$ cat src/hw/rtl/rce_pkg.sv
// Shared types, constants and mod-26 helpers for the rotor cipher engine.
// No dependencies; every other file depends on this package.
`timescale 1ns / 1ps

package rce_pkg;

  localparam int LETTERS    = 26;
  localparam int ROTORS     = 3;
  localparam int LETTER_W   = 5;
  localparam int TABLE_W    = 3;
  localparam int CMD_W      = 2;
  localparam int ROTOR_W    = 2;
  localparam int PADDR_W    = 4;
  localparam int PDATA_W    = 32;
  localparam int NUM_STAGES = 9;
  localparam int PIPE_DEPTH = NUM_STAGES + 1;

  typedef logic [LETTER_W-1:0] letter_t;
  typedef logic [ROTORS-1:0][LETTER_W-1:0] pos_t;
  typedef logic [ROTORS-1:0][LETTER_W-1:0] notch_t;

  localparam logic [CMD_W-1:0] CMD_ENCRYPT = 2'd0;
  localparam logic [CMD_W-1:0] CMD_LOAD    = 2'd1;
  localparam logic [CMD_W-1:0] CMD_SET     = 2'd2;

  localparam logic [TABLE_W-1:0] TBL_ROTOR_FAST = 3'd0;
  localparam logic [TABLE_W-1:0] TBL_ROTOR_MID  = 3'd1;
  localparam logic [TABLE_W-1:0] TBL_ROTOR_SLOW = 3'd2;
  localparam logic [TABLE_W-1:0] TBL_REFLECTOR  = 3'd3;
  localparam logic [TABLE_W-1:0] TBL_PLUG       = 3'd4;

  localparam logic [ROTOR_W-1:0] REG_NOTCH_FAST   = 2'd0;
  localparam logic [ROTOR_W-1:0] REG_NOTCH_MIDDLE = 2'd1;
  localparam logic [ROTOR_W-1:0] REG_NOTCH_SLOW   = 2'd2;

  // One item in flight; sym is the running letter of an encrypt item.
  typedef struct packed {
    logic                is_load;
    logic [TABLE_W-1:0]  table_id;
    letter_t             idx;
    letter_t             val;
    letter_t             sym;
    pos_t                pos;
  } item_t;

  typedef struct packed {
    logic [TABLE_W-1:0] tbl;
    logic               inverse;
    logic               use_pos;
    logic [ROTOR_W-1:0] rotor;
    logic               identity_reset;
  } stage_cfg_t;

  localparam stage_cfg_t STAGE_CFG [NUM_STAGES] = '{
    '{tbl: TBL_PLUG,       inverse: 1'b0, use_pos: 1'b0, rotor: 2'd0, identity_reset: 1'b1},
    '{tbl: TBL_ROTOR_FAST, inverse: 1'b0, use_pos: 1'b1, rotor: 2'd0, identity_reset: 1'b0},
    '{tbl: TBL_ROTOR_MID,  inverse: 1'b0, use_pos: 1'b1, rotor: 2'd1, identity_reset: 1'b0},
    '{tbl: TBL_ROTOR_SLOW, inverse: 1'b0, use_pos: 1'b1, rotor: 2'd2, identity_reset: 1'b0},
    '{tbl: TBL_REFLECTOR,  inverse: 1'b0, use_pos: 1'b0, rotor: 2'd0, identity_reset: 1'b0},
    '{tbl: TBL_ROTOR_SLOW, inverse: 1'b1, use_pos: 1'b1, rotor: 2'd2, identity_reset: 1'b0},
    '{tbl: TBL_ROTOR_MID,  inverse: 1'b1, use_pos: 1'b1, rotor: 2'd1, identity_reset: 1'b0},
    '{tbl: TBL_ROTOR_FAST, inverse: 1'b1, use_pos: 1'b1, rotor: 2'd0, identity_reset: 1'b0},
    '{tbl: TBL_PLUG,       inverse: 1'b0, use_pos: 1'b0, rotor: 2'd0, identity_reset: 1'b1}
  };

  function automatic letter_t mod26(input letter_t x);
    return (x >= letter_t'(LETTERS)) ? letter_t'(x - letter_t'(LETTERS)) : x;
  endfunction

  function automatic letter_t inc26(input letter_t x);
    return (x == letter_t'(LETTERS - 1)) ? '0 : letter_t'(x + 1'b1);
  endfunction

  function automatic letter_t add26(input letter_t a, input letter_t b);
    logic [LETTER_W:0] s;
    s = {1'b0, a} + {1'b0, b};
    return (s >= (LETTER_W+1)'(LETTERS)) ? letter_t'(s - (LETTER_W+1)'(LETTERS))
                                          : letter_t'(s);
  endfunction

  // Operands below 26; the wrap case stays below 26 so 5-bit math suffices.
  function automatic letter_t sub26(input letter_t a, input letter_t b);
    return (a >= b) ? letter_t'(a - b) : letter_t'(a + letter_t'(LETTERS) - b);
  endfunction

endpackage

$ cat src/hw/rtl/rce_if.sv
// Valid/ready channel interfaces for the rotor cipher engine request and result.
// Depends on rce_pkg for field widths.
`timescale 1ns / 1ps

interface rce_in_if;
  logic                           valid;
  logic                           ready;
  logic [rce_pkg::CMD_W-1:0]      command;
  logic [rce_pkg::LETTER_W-1:0]   letter;
  logic [rce_pkg::TABLE_W-1:0]    table_id;
  logic [rce_pkg::LETTER_W-1:0]   entry_index;
  logic [rce_pkg::LETTER_W-1:0]   entry_value;
  logic [rce_pkg::ROTOR_W-1:0]    rotor_index;
  logic [rce_pkg::LETTER_W-1:0]   start_position;

  modport source (output valid, command, letter, table_id, entry_index, entry_value,
                  rotor_index, start_position, input ready);
  modport sink   (input valid, command, letter, table_id, entry_index, entry_value,
                  rotor_index, start_position, output ready);
endinterface

interface rce_out_if;
  logic                         valid;
  logic                         ready;
  logic [rce_pkg::LETTER_W-1:0] cipher_letter;

  modport source (output valid, cipher_letter, input ready);
  modport sink   (input valid, cipher_letter, output ready);
endinterface

$ cat src/hw/rtl/rce_regs.sv
// APB register block holding the three rotor notch positions.
// Depends on rce_pkg.
`timescale 1ns / 1ps

module rce_regs (
  input  logic                         clk,
  input  logic                         rst,
  input  logic                         psel,
  input  logic                         penable,
  input  logic                         pwrite,
  input  logic [rce_pkg::PADDR_W-1:0]  paddr,
  input  logic [rce_pkg::PDATA_W-1:0]  pwdata,
  output logic [rce_pkg::PDATA_W-1:0]  prdata,
  output logic                         pready,
  output rce_pkg::notch_t              notch
);
  import rce_pkg::*;

  logic [ROTOR_W-1:0] reg_idx;
  logic               wr;

  assign reg_idx = paddr[PADDR_W-1:2];
  assign wr      = psel && penable && pwrite;
  assign pready  = 1'b1;

  always_ff @(posedge clk) begin
    if (rst) begin
      notch <= '0;
    end else if (wr) begin
      case (reg_idx)
        REG_NOTCH_FAST:   notch[0] <= pwdata[LETTER_W-1:0];
        REG_NOTCH_MIDDLE: notch[1] <= pwdata[LETTER_W-1:0];
        REG_NOTCH_SLOW:   notch[2] <= pwdata[LETTER_W-1:0];
        default: ;
      endcase
    end
  end

  always_comb begin
    case (reg_idx)
      REG_NOTCH_FAST:   prdata = PDATA_W'(notch[0]);
      REG_NOTCH_MIDDLE: prdata = PDATA_W'(notch[1]);
      REG_NOTCH_SLOW:   prdata = PDATA_W'(notch[2]);
      default:          prdata = '0;
    endcase
  end

endmodule

$ cat src/hw/rtl/rce_front.sv
// Request front end: rotor stepping, position sets, load checks, input register.
// Depends on rce_pkg and rce_in_if.
`timescale 1ns / 1ps

module rce_front (
  input  logic            clk,
  input  logic            rst,
  input  rce_pkg::notch_t notch,
  rce_in_if.sink          request,
  input  logic            down_ok,
  output logic            valid,
  output rce_pkg::item_t  item
);
  import rce_pkg::*;

  pos_t    pos;
  pos_t    pos_next;
  pos_t    p_step;
  logic    carry_fast;
  logic    carry_mid;
  logic    is_enc;
  logic    load_ok;
  logic    set_ok;
  logic    push;
  logic    accept;
  item_t   item_next;

  assign request.ready = !valid || down_ok;
  assign accept        = request.valid && request.ready;

  // Odometer stepping: a rotor carries only when it lands on its notch.
  always_comb begin
    p_step[0]  = inc26(pos[0]);
    carry_fast = (p_step[0] == notch[0]);
    p_step[1]  = carry_fast ? inc26(pos[1]) : pos[1];
    carry_mid  = carry_fast && (p_step[1] == notch[1]);
    p_step[2]  = carry_mid ? inc26(pos[2]) : pos[2];
  end

  always_comb begin
    is_enc  = (request.command == CMD_ENCRYPT);
    load_ok = (request.command == CMD_LOAD) &&
              (request.entry_index < letter_t'(LETTERS)) &&
              (request.entry_value < letter_t'(LETTERS)) &&
              (request.table_id <= TBL_PLUG);
    set_ok  = (request.command == CMD_SET) &&
              (request.rotor_index < ROTOR_W'(ROTORS)) &&
              (request.start_position < letter_t'(LETTERS));
    push    = is_enc || load_ok;

    pos_next = pos;
    if (accept && is_enc) begin
      pos_next = p_step;
    end
    if (accept && set_ok) begin
      pos_next[request.rotor_index] = request.start_position;
    end

    item_next.is_load  = !is_enc;
    item_next.table_id = request.table_id;
    item_next.idx      = request.entry_index;
    item_next.val      = request.entry_value;
    item_next.sym      = is_enc ? mod26(request.letter) : '0;
    item_next.pos      = p_step;
  end

  always_ff @(posedge clk) begin
    if (rst) begin
      pos   <= '0;
      valid <= 1'b0;
    end else begin
      pos <= pos_next;
      if (request.ready) begin
        valid <= request.valid && push;
      end
    end
  end

  always_ff @(posedge clk) begin
    if (request.ready) begin
      item <= item_next;
    end
  end

endmodule

$ cat src/hw/rtl/rce_stage.sv
// One lookup stage: a 26-entry table owned by this stage, offset add/sub, stage register.
// Load items update the table as they pass, so reads and writes stay in item order.
// Depends on rce_pkg.
`timescale 1ns / 1ps

module rce_stage (
  input  logic                clk,
  input  logic                rst,
  input  rce_pkg::stage_cfg_t cfg,
  input  logic                up_valid,
  input  rce_pkg::item_t      up_item,
  output logic                take,
  input  logic                down_ok,
  output logic                valid,
  output rce_pkg::item_t      item
);
  import rce_pkg::*;

  letter_t tbl [LETTERS];
  letter_t p;
  letter_t addr;
  letter_t look;
  letter_t waddr;
  letter_t wdata;
  logic    wr;
  item_t   item_next;

  assign take = !valid || down_ok;

  always_comb begin
    p     = cfg.use_pos ? up_item.pos[cfg.rotor] : '0;
    addr  = add26(up_item.sym, p);
    look  = tbl[addr];
    wr    = take && up_valid && up_item.is_load && (up_item.table_id == cfg.tbl);
    waddr = cfg.inverse ? up_item.val : up_item.idx;
    wdata = cfg.inverse ? up_item.idx : up_item.val;

    item_next = up_item;
    if (!up_item.is_load) begin
      item_next.sym = sub26(look, p);
    end
  end

  always_ff @(posedge clk) begin
    if (rst && cfg.identity_reset) begin
      for (int i = 0; i < LETTERS; i++) begin
        tbl[i] <= letter_t'(i);
      end
    end else if (wr) begin
      tbl[waddr] <= wdata;
    end
  end

  always_ff @(posedge clk) begin
    if (rst) begin
      valid <= 1'b0;
    end else if (take) begin
      valid <= up_valid;
    end
  end

  always_ff @(posedge clk) begin
    if (take) begin
      item <= item_next;
    end
  end

endmodule

$ cat src/hw/rtl/rotor_cipher_engine.sv
// Three-rotor cipher engine: one item per clock unless a stalled result holds the pipeline back.
// The request register steps the rotors and applies position sets; nine lookup
// stages follow (plugboard, fast/middle/slow forward, reflector, slow/middle/fast
// inverse, plugboard), each with its own 26-entry table, so the rate is set by one
// table read plus a mod-26 add and subtract per stage. Load items travel the same
// stages and write each table where it is read, so encrypts always see loads in
// request order. Set items and out-of-range loads or commands give no result.
// Up to 10 items are in flight; a stalled result holds only the stages behind it
// that are full. Reset zeroes the rotor positions and notches and sets both
// plugboard copies to identity; wiring tables hold no reset value.
// Depends on rce_pkg, rce_if, rce_regs, rce_front, rce_stage.
`timescale 1ns / 1ps

module rotor_cipher_engine (
  input  logic                         clk,
  input  logic                         rst,
  rce_in_if.sink                       request,
  rce_out_if.source                    result,
  input  logic                         psel,
  input  logic                         penable,
  input  logic                         pwrite,
  input  logic [rce_pkg::PADDR_W-1:0]  paddr,
  input  logic [rce_pkg::PDATA_W-1:0]  pwdata,
  output logic [rce_pkg::PDATA_W-1:0]  prdata,
  output logic                         pready
);
  import rce_pkg::*;

  notch_t notch;
  logic   v    [NUM_STAGES+1];
  item_t  it   [NUM_STAGES+1];
  logic   tk   [NUM_STAGES+1];

  rce_regs u_regs (
    .clk     (clk),
    .rst     (rst),
    .psel    (psel),
    .penable (penable),
    .pwrite  (pwrite),
    .paddr   (paddr),
    .pwdata  (pwdata),
    .prdata  (prdata),
    .pready  (pready),
    .notch   (notch)
  );

  rce_front u_front (
    .clk     (clk),
    .rst     (rst),
    .notch   (notch),
    .request (request),
    .down_ok (tk[0]),
    .valid   (v[0]),
    .item    (it[0])
  );

  for (genvar k = 0; k < NUM_STAGES; k++) begin : g_stage
    rce_stage u_stage (
      .clk      (clk),
      .rst      (rst),
      .cfg      (STAGE_CFG[k]),
      .up_valid (v[k]),
      .up_item  (it[k]),
      .take     (tk[k]),
      .down_ok  (tk[k+1]),
      .valid    (v[k+1]),
      .item     (it[k+1])
    );
  end

  assign result.valid         = v[NUM_STAGES] && !it[NUM_STAGES].is_load;
  assign result.cipher_letter = it[NUM_STAGES].sym;
  assign tk[NUM_STAGES]       = !result.valid || result.ready;

endmodule

$ cat src/flat_wrapper.sv
// flat-port wrapper written by rule: the top's interface ports become plain ports
module rotor_cipher_engine_flat import rce_pkg::*;
  (clk, rst, psel, penable, pwrite, paddr, pwdata, prdata, pready, request_valid, request_command, request_letter, request_table_id, request_entry_index, request_entry_value, request_rotor_index, request_start_position, request_ready, result_valid, result_cipher_letter, result_ready);
  rce_in_if request_i ();
  rce_out_if result_i ();
  input  logic clk;
  input  logic rst;
  input  logic psel;
  input  logic penable;
  input  logic pwrite;
  input  logic [rce_pkg::PADDR_W-1:0] paddr;
  input  logic [rce_pkg::PDATA_W-1:0] pwdata;
  output logic [rce_pkg::PDATA_W-1:0] prdata;
  output logic pready;
  input wire logic [$bits(request_i.valid)-1:0] request_valid;
  input wire logic [$bits(request_i.command)-1:0] request_command;
  input wire logic [$bits(request_i.letter)-1:0] request_letter;
  input wire logic [$bits(request_i.table_id)-1:0] request_table_id;
  input wire logic [$bits(request_i.entry_index)-1:0] request_entry_index;
  input wire logic [$bits(request_i.entry_value)-1:0] request_entry_value;
  input wire logic [$bits(request_i.rotor_index)-1:0] request_rotor_index;
  input wire logic [$bits(request_i.start_position)-1:0] request_start_position;
  output wire logic [$bits(request_i.ready)-1:0] request_ready;
  output wire logic [$bits(result_i.valid)-1:0] result_valid;
  output wire logic [$bits(result_i.cipher_letter)-1:0] result_cipher_letter;
  input wire logic [$bits(result_i.ready)-1:0] result_ready;
  assign request_i.valid = request_valid;
  assign request_i.command = request_command;
  assign request_i.letter = request_letter;
  assign request_i.table_id = request_table_id;
  assign request_i.entry_index = request_entry_index;
  assign request_i.entry_value = request_entry_value;
  assign request_i.rotor_index = request_rotor_index;
  assign request_i.start_position = request_start_position;
  assign request_ready = request_i.ready;
  assign result_valid = result_i.valid;
  assign result_cipher_letter = result_i.cipher_letter;
  assign result_i.ready = result_ready;
  rotor_cipher_engine u_core (.clk(clk), .rst(rst), .request(request_i), .result(result_i), .psel(psel), .penable(penable), .pwrite(pwrite), .paddr(paddr), .pwdata(pwdata), .prdata(prdata), .pready(pready));
endmodule
$ cat config.mk
export PLATFORM = sky130hd
export DESIGN_NAME = rotor_cipher_engine_flat
export DESIGN_NICKNAME = d
export VERILOG_FILES = /design/src/hw/rtl/rce_pkg.sv /design/src/hw/rtl/rce_if.sv /design/src/hw/rtl/rce_regs.sv /design/src/hw/rtl/rce_front.sv /design/src/hw/rtl/rce_stage.sv /design/src/hw/rtl/rotor_cipher_engine.sv /design/src/flat_wrapper.sv
export SDC_FILE = /design/constraint.sdc
export NUM_CORES = 2
export LEC_CHECK = 0
export BUFFER_PORTS_ARGS = -buffer_cell sky130_fd_sc_hd__buf_2
export CAP_MARGIN = 5
export CORE_MARGIN = 2
export CORE_UTILIZATION = 50
export DETAILED_ROUTE_END_ITERATION = 16
export HOLD_SLACK_MARGIN = 0.03
export PLACE_DENSITY = 0.68
export RECOVER_POWER = 50
export SLEW_MARGIN = 25
export SYNTH_ARGS = -nofsm -noshare
export SYNTH_HDL_FRONTEND = slang
export SYNTH_HIERARCHICAL = 1
export SYNTH_SLANG_ARGS = --single-unit
$ cat constraint.sdc
create_clock -name clk -period 25.1 [get_ports clk]
set_input_delay 7.53 -clock clk [delete_from_list [all_inputs] [get_ports clk]]
set_output_delay 7.53 -clock clk [all_outputs]
set_load 0.02 [all_outputs]
After elaboration in Yosys (flattened, before gate mapping)
Memory sizes are Yosys's and may differ from the RTL's.
Cells that the tools add are included.
Storage, ports and cells
  bits in registers: 322
  RAM bits: 1170
  input bits: 70
  output and inout bits: 40
  logic and storage cells: 317
  memories: 9
Memory list
  u_core.g_stage[0].u_stage.tbl: depth 26, bits a word 5, rd ports 1, clocked after memory_dff 0, wr ports 26, RTL line rce_stage.sv:19  | letter_t tbl [LETTERS];
  u_core.g_stage[1].u_stage.tbl: depth 26, bits a word 5, rd ports 1, clocked after memory_dff 0, wr ports 1, RTL line rce_stage.sv:19
  u_core.g_stage[2].u_stage.tbl: depth 26, bits a word 5, rd ports 1, clocked after memory_dff 0, wr ports 1, RTL line rce_stage.sv:19
  u_core.g_stage[3].u_stage.tbl: depth 26, bits a word 5, rd ports 1, clocked after memory_dff 0, wr ports 1, RTL line rce_stage.sv:19
  u_core.g_stage[4].u_stage.tbl: depth 26, bits a word 5, rd ports 1, clocked after memory_dff 0, wr ports 1, RTL line rce_stage.sv:19
  u_core.g_stage[5].u_stage.tbl: depth 26, bits a word 5, rd ports 1, clocked after memory_dff 0, wr ports 1, RTL line rce_stage.sv:19
  +3 memories
Cells by class
  add/sub/neg operators: 40
  order comparisons: 26
  eq/ne operators: 16
  multiplexer cells: 67
  reduce and logical (&&, ||, !) cells: 75
Operator list (count)
  $mux W5: 38
  $sub A5 B5 Y5: 12
  $sub A5 B5 Y5 const B: 10
  $add A5 B5 Y5 const B: 9
  $logic_and A1 B1 Y1: 41
  $add A5 B5 Y6: 6
  $ge A6 B5 Y1 const B: 6
  $ge A5 B5 Y1: 6
  $mux W15: 2
  $mux W1: 24
  $ge A5 B5 Y1 const B: 4
  $add A5 B1 Y5 const B: 3
  $bwmux W15: 1
  $eq A5 B5 Y1 const B: 3
  $ge A5 B1 Y1 const B: 3
  $lt A5 B5 Y1 const B: 3
  $pmux W5 S3: 1
  $logic_not A1 Y1: 13
  $logic_or A1 B1 Y1: 12
  $demux W5 S2: 1
  $eq A5 B5 Y1: 2
  $reduce_or A5 Y1: 2
  $eq A3 B2 Y1 const B: 3
  $eq A3 B1 Y1 const B: 2
  other kinds (10): 17

Depth between registers and ports, before layout
  depth after elaboration: 21
  gate-level depth with buffers: 29

Hierarchy
The synthesis kept the hierarchy.
Modules (own cells, without submodules)
  rce_stage at u_core.g_stage[6].u_stage ...: times used 3, cells an instance 763, area an instance 9492.9 µm², seq. area each 5845.6 µm²
  rce_stage at u_core.g_stage[1].u_stage ...: times used 2, cells an instance 785, area an instance 9497.9 µm², seq. area each 5845.6 µm²
  rce_stage at u_core.g_stage[3].u_stage ...: times used 2, cells an instance 766, area an instance 9485.3 µm², seq. area each 5845.6 µm²
  rce_stage at u_core.g_stage[5].u_stage: times used 1, cells an instance 781, area an instance 9630.5 µm², seq. area each 5845.6 µm²
  rce_stage at u_core.g_stage[0].u_stage: times used 1, cells an instance 784, area an instance 9507.9 µm², seq. area each 5845.6 µm²
  rce_front: times used 1, cells an instance 268, area an instance 2708.8 µm², seq. area each 1341.3 µm²
  rce_regs: times used 1, cells an instance 107, area an instance 963.4 µm², seq. area each 300.3 µm²
  rotor_cipher_engine: times used 1, cells an instance 4, area an instance 25.0 µm², seq. area each 0.0 µm²

Least setup slack after synthesis
Ideal clock, no wire load.
  path type: input port to output port
  start point: in result_ready
  end point: out request_ready
  arrival time: 17604 ps
  slack: -34 ps
  cell stages on the path: 14
  cell sequence: or3b_1 nor2b_1 inv_1 nor2b_1 inv_1 nor2b_1 inv_1 nand2b_1 nand2b_1 nand2b_1 nand2b_1 nand2b_1 nand2b_1 nand2b_1
RTL lines
  start: declaration: RTL line flat_wrapper.sv:26  | input wire logic [$bits(result_i.ready)-1:0] result_ready;
  end: declaration: RTL line flat_wrapper.sv:23  | output wire logic [$bits(request_i.ready)-1:0] request_ready;

==> out/metrics.yaml <==
route:
  drc_errors: 0
  dr.pass1.iters: 6
  via_per_inst: 5.766
  drtIter0Drc: 5057
  via_count: 57500
  drtAntennaViolNets: 0
  drt-wirelength-per-cell_um: 21.10
  drt_wl_total_um: 210400
global_routing:
  antenna_found_initial: 0
  grt_pass1_vias: 57590
  track_usage_pct: 23.24
  grt_max_degree: 65
  grt_pass1_wl_um: 327400
  grt_overflow_total: 0
sta:
  finalHoldViolations: 0
  fmax_mhz: 45.40
  maxSlewHeadroom_pct: -165.4
  post-route-period-util_pct: 87.76
  setup_viol: 0
  maxSlewViolCount: 1778
  worst_slew_pin_slew_ps: 3981
  fin_crit_ps: 22030
  skew_ps: 34.39
  rsz0062_at_grt: "false"
  setup_tns_ps: 0
floorplan:
  fp.dieH_um: 424.6
  dieWidth_um: 424.6
  dieArea_um2: 180300
  start_util_pct: 50.27
  row_count: 154
  ios: 110
  core_um2: 175900
placement:
  routabilityCongestion: 0.9022
  port_buffers: 52
  hpwl_um: 145400
worst_setup_path:
  crit_fanout: 39
  critPathRequiredTime_ps: 17570
  endpoint_kind: "output pin"
  r2r_start: "u_core/g_stage[0].u_stage/item[1]$_DFFE_PN_"
  startpoint: "result_ready"
  crit_arrival_ps: 14500
  critical_path_class: "in -> out"
  cp-start-kind: "primary input"
run:
  drv_cap: 56
layout:
  drive_gt1_share_pct: 8.700
  area_delta_synth_final_pct: 9.782
  fin_nets: 7733
  n_antenna_cell: 0
cts:
  numCtsBuffers: 186
  holdBufCountCts: 0
  clock_path_buffers: 3
  numClockSinks: 1792
  cts.repair.resized: 0
  tritoncts: "yes"
  path_clk_slew_ps: 60
  postCtsSetupBuffers: 0
  cts_max_level: 4
  insertion_delay_ps: 820
  ctsRootBufferMaster: "clkbuf_16"
power:
  pwr_density_cell_nw_per_um2: 97.68
  combPwrFrac_pct: 34.3
  vdd_ir_drop_max_v: 0.00007699
  sw_frac_of_total_pct: 32.77
  p_sw_mw: 3.108
  clkPwrFrac_pct: 29.1
  p_seq_share_pct: 36.6
  power.internal_mw: 6.376
  power.total_mw: 9.483
  power_leakage_nw: 37.40
yosys:
  netlist_instances: 7307
  avgSynthCellArea_um2: 12.10
  synth_area_um2: 88440
  yosys_warnings: 6
run_status:
  violations: "max-capacitance violations, max-slew violations"
  status: "finished with violations"
min_path:
  hold_path_class: "reg -> reg"
  min_from: "u_core/g_stage[6].u_stage/item[3]$_DFFE_PN_"
==> worst paths after layout <==
check,slack (ps),end,cells past startpoint
hold / removal,440,u_core/g_stage[7].u_stage/item[3]$_DFFE_PN_,0
setup reg to reg,15050,u_core/g_stage[1].u_stage/item[19]$_DFFE_PN_,24
setup / recovery,3070,request_ready,21
hold reg to reg,440,u_core/g_stage[7].u_stage/item[3]$_DFFE_PN_,0
==> per-layer routing <==
layer | global-route usage (%) | vias up | wire length, um | share of wire (%)
met5 | 0 | - | 0 | 0
met4 | 9.775 | 0 | 8916 | 4.2
met3 | 3.187 | 502 | 12950 | 6.2
met2 | 40.10 | 2138 | 105300 | 50
met1 | 29.41 | 27990 | 83220 | 40
li1 | - | 26870 | - | -
==> per-stage QoR <==
step	setup WS [ps]	util, %	area [um^2]	instances	hold slack [ps]
floorplan	611.4	-	89130	7490	417.4
global placement	4810	51.96	91410	9628	428.6
detailed placement	4828	51.97	91430	9628	435.9
CTS	4782	55.45	97540	9972	438.2
global route	2317	55.19	97090	9972	455.0
finish	3073	55.19	97090	9972	438.8
==> critical path, cell delays in order <==
cell and delay, ps:
buf_2 80, or3b_1 90, nor2b_1 60, inv_1 210, nor2b_1 170, inv_1 100, nor2b_1 70, inv_1 70
nand2b_1 100, clkbuf_1 1380, nand2b_1 240, clkbuf_1 1330, nand2b_1 240, buf_4 410, nand2b_1 170, buf_4 380
nand2b_1 160, buf_4 390, nand2b_2 220, nand2b_2 710, buf_2 300
==> layout by cell type, fill, tap and decap left out, types with 34 or more instances in the layout <==
cell       count
ha_1         146
a22oi_1       99
edfxtp_1    1752
buf_4         37
a221oi_1      38
dfxtp_1       40
a21o_1        44
o21ai_0      140
clkinv_1      41
mux2i_1      539
nand3_1      225
or2_2         34
a21oi_1      144
clkbuf_16    191
nor2_1      1170
conb_1       187
xnor2_1       71
buf_2         37
mux2_2        42
fa_1          36
clkbuf_1     112
nand4_1       45
mux4_2       146
nor2b_1       75
nand2_1     1156
nand2b_1      67
inv_1        245
o2111ai_1     59
mux2i_2       41
and2_1        40
==> power by group through the flow <==
stage | clock [mW] | sequential (mW) | combinational [mW]
5_1_grt | 2.92 | 3.48 | 3.54
4_1_cts | 2.81 | 3.47 | 3.18
3_3_place_gp | 0 | 3.53 | 3.11
3_5_place_dp | 0 | 3.53 | 3.16
2_1_floorplan | 0 | 3.50 | 2.45
6_report | 2.76 | 3.47 | 3.25
==> final cells by class <==
class | count | area [um^2]
fill | 14520 | 78830
timing repair buffer | 152 | 755.7
multi-input combinational | 5097 | 32950
clock buffer | 232 | 5004
clock inverter | 112 | 1115
tap | 2340 | 2928
sequential | 1792 | 53410
inverter | 247 | 927.1
==> registers in the layout (all words and copies together), names as in the netlist <==
signal	flops
u_core/g_stage.u_stage/item	278
u_core/g_stage.u_stage/tbl	1440
u_core/g_stage.u_stage/valid	9
u_core/u_front/item	34
u_core/u_front/pos	15
u_core/u_front/valid	1
u_core/u_regs/notch	15
Note: power is estimated with default switching activity, not from simulation.
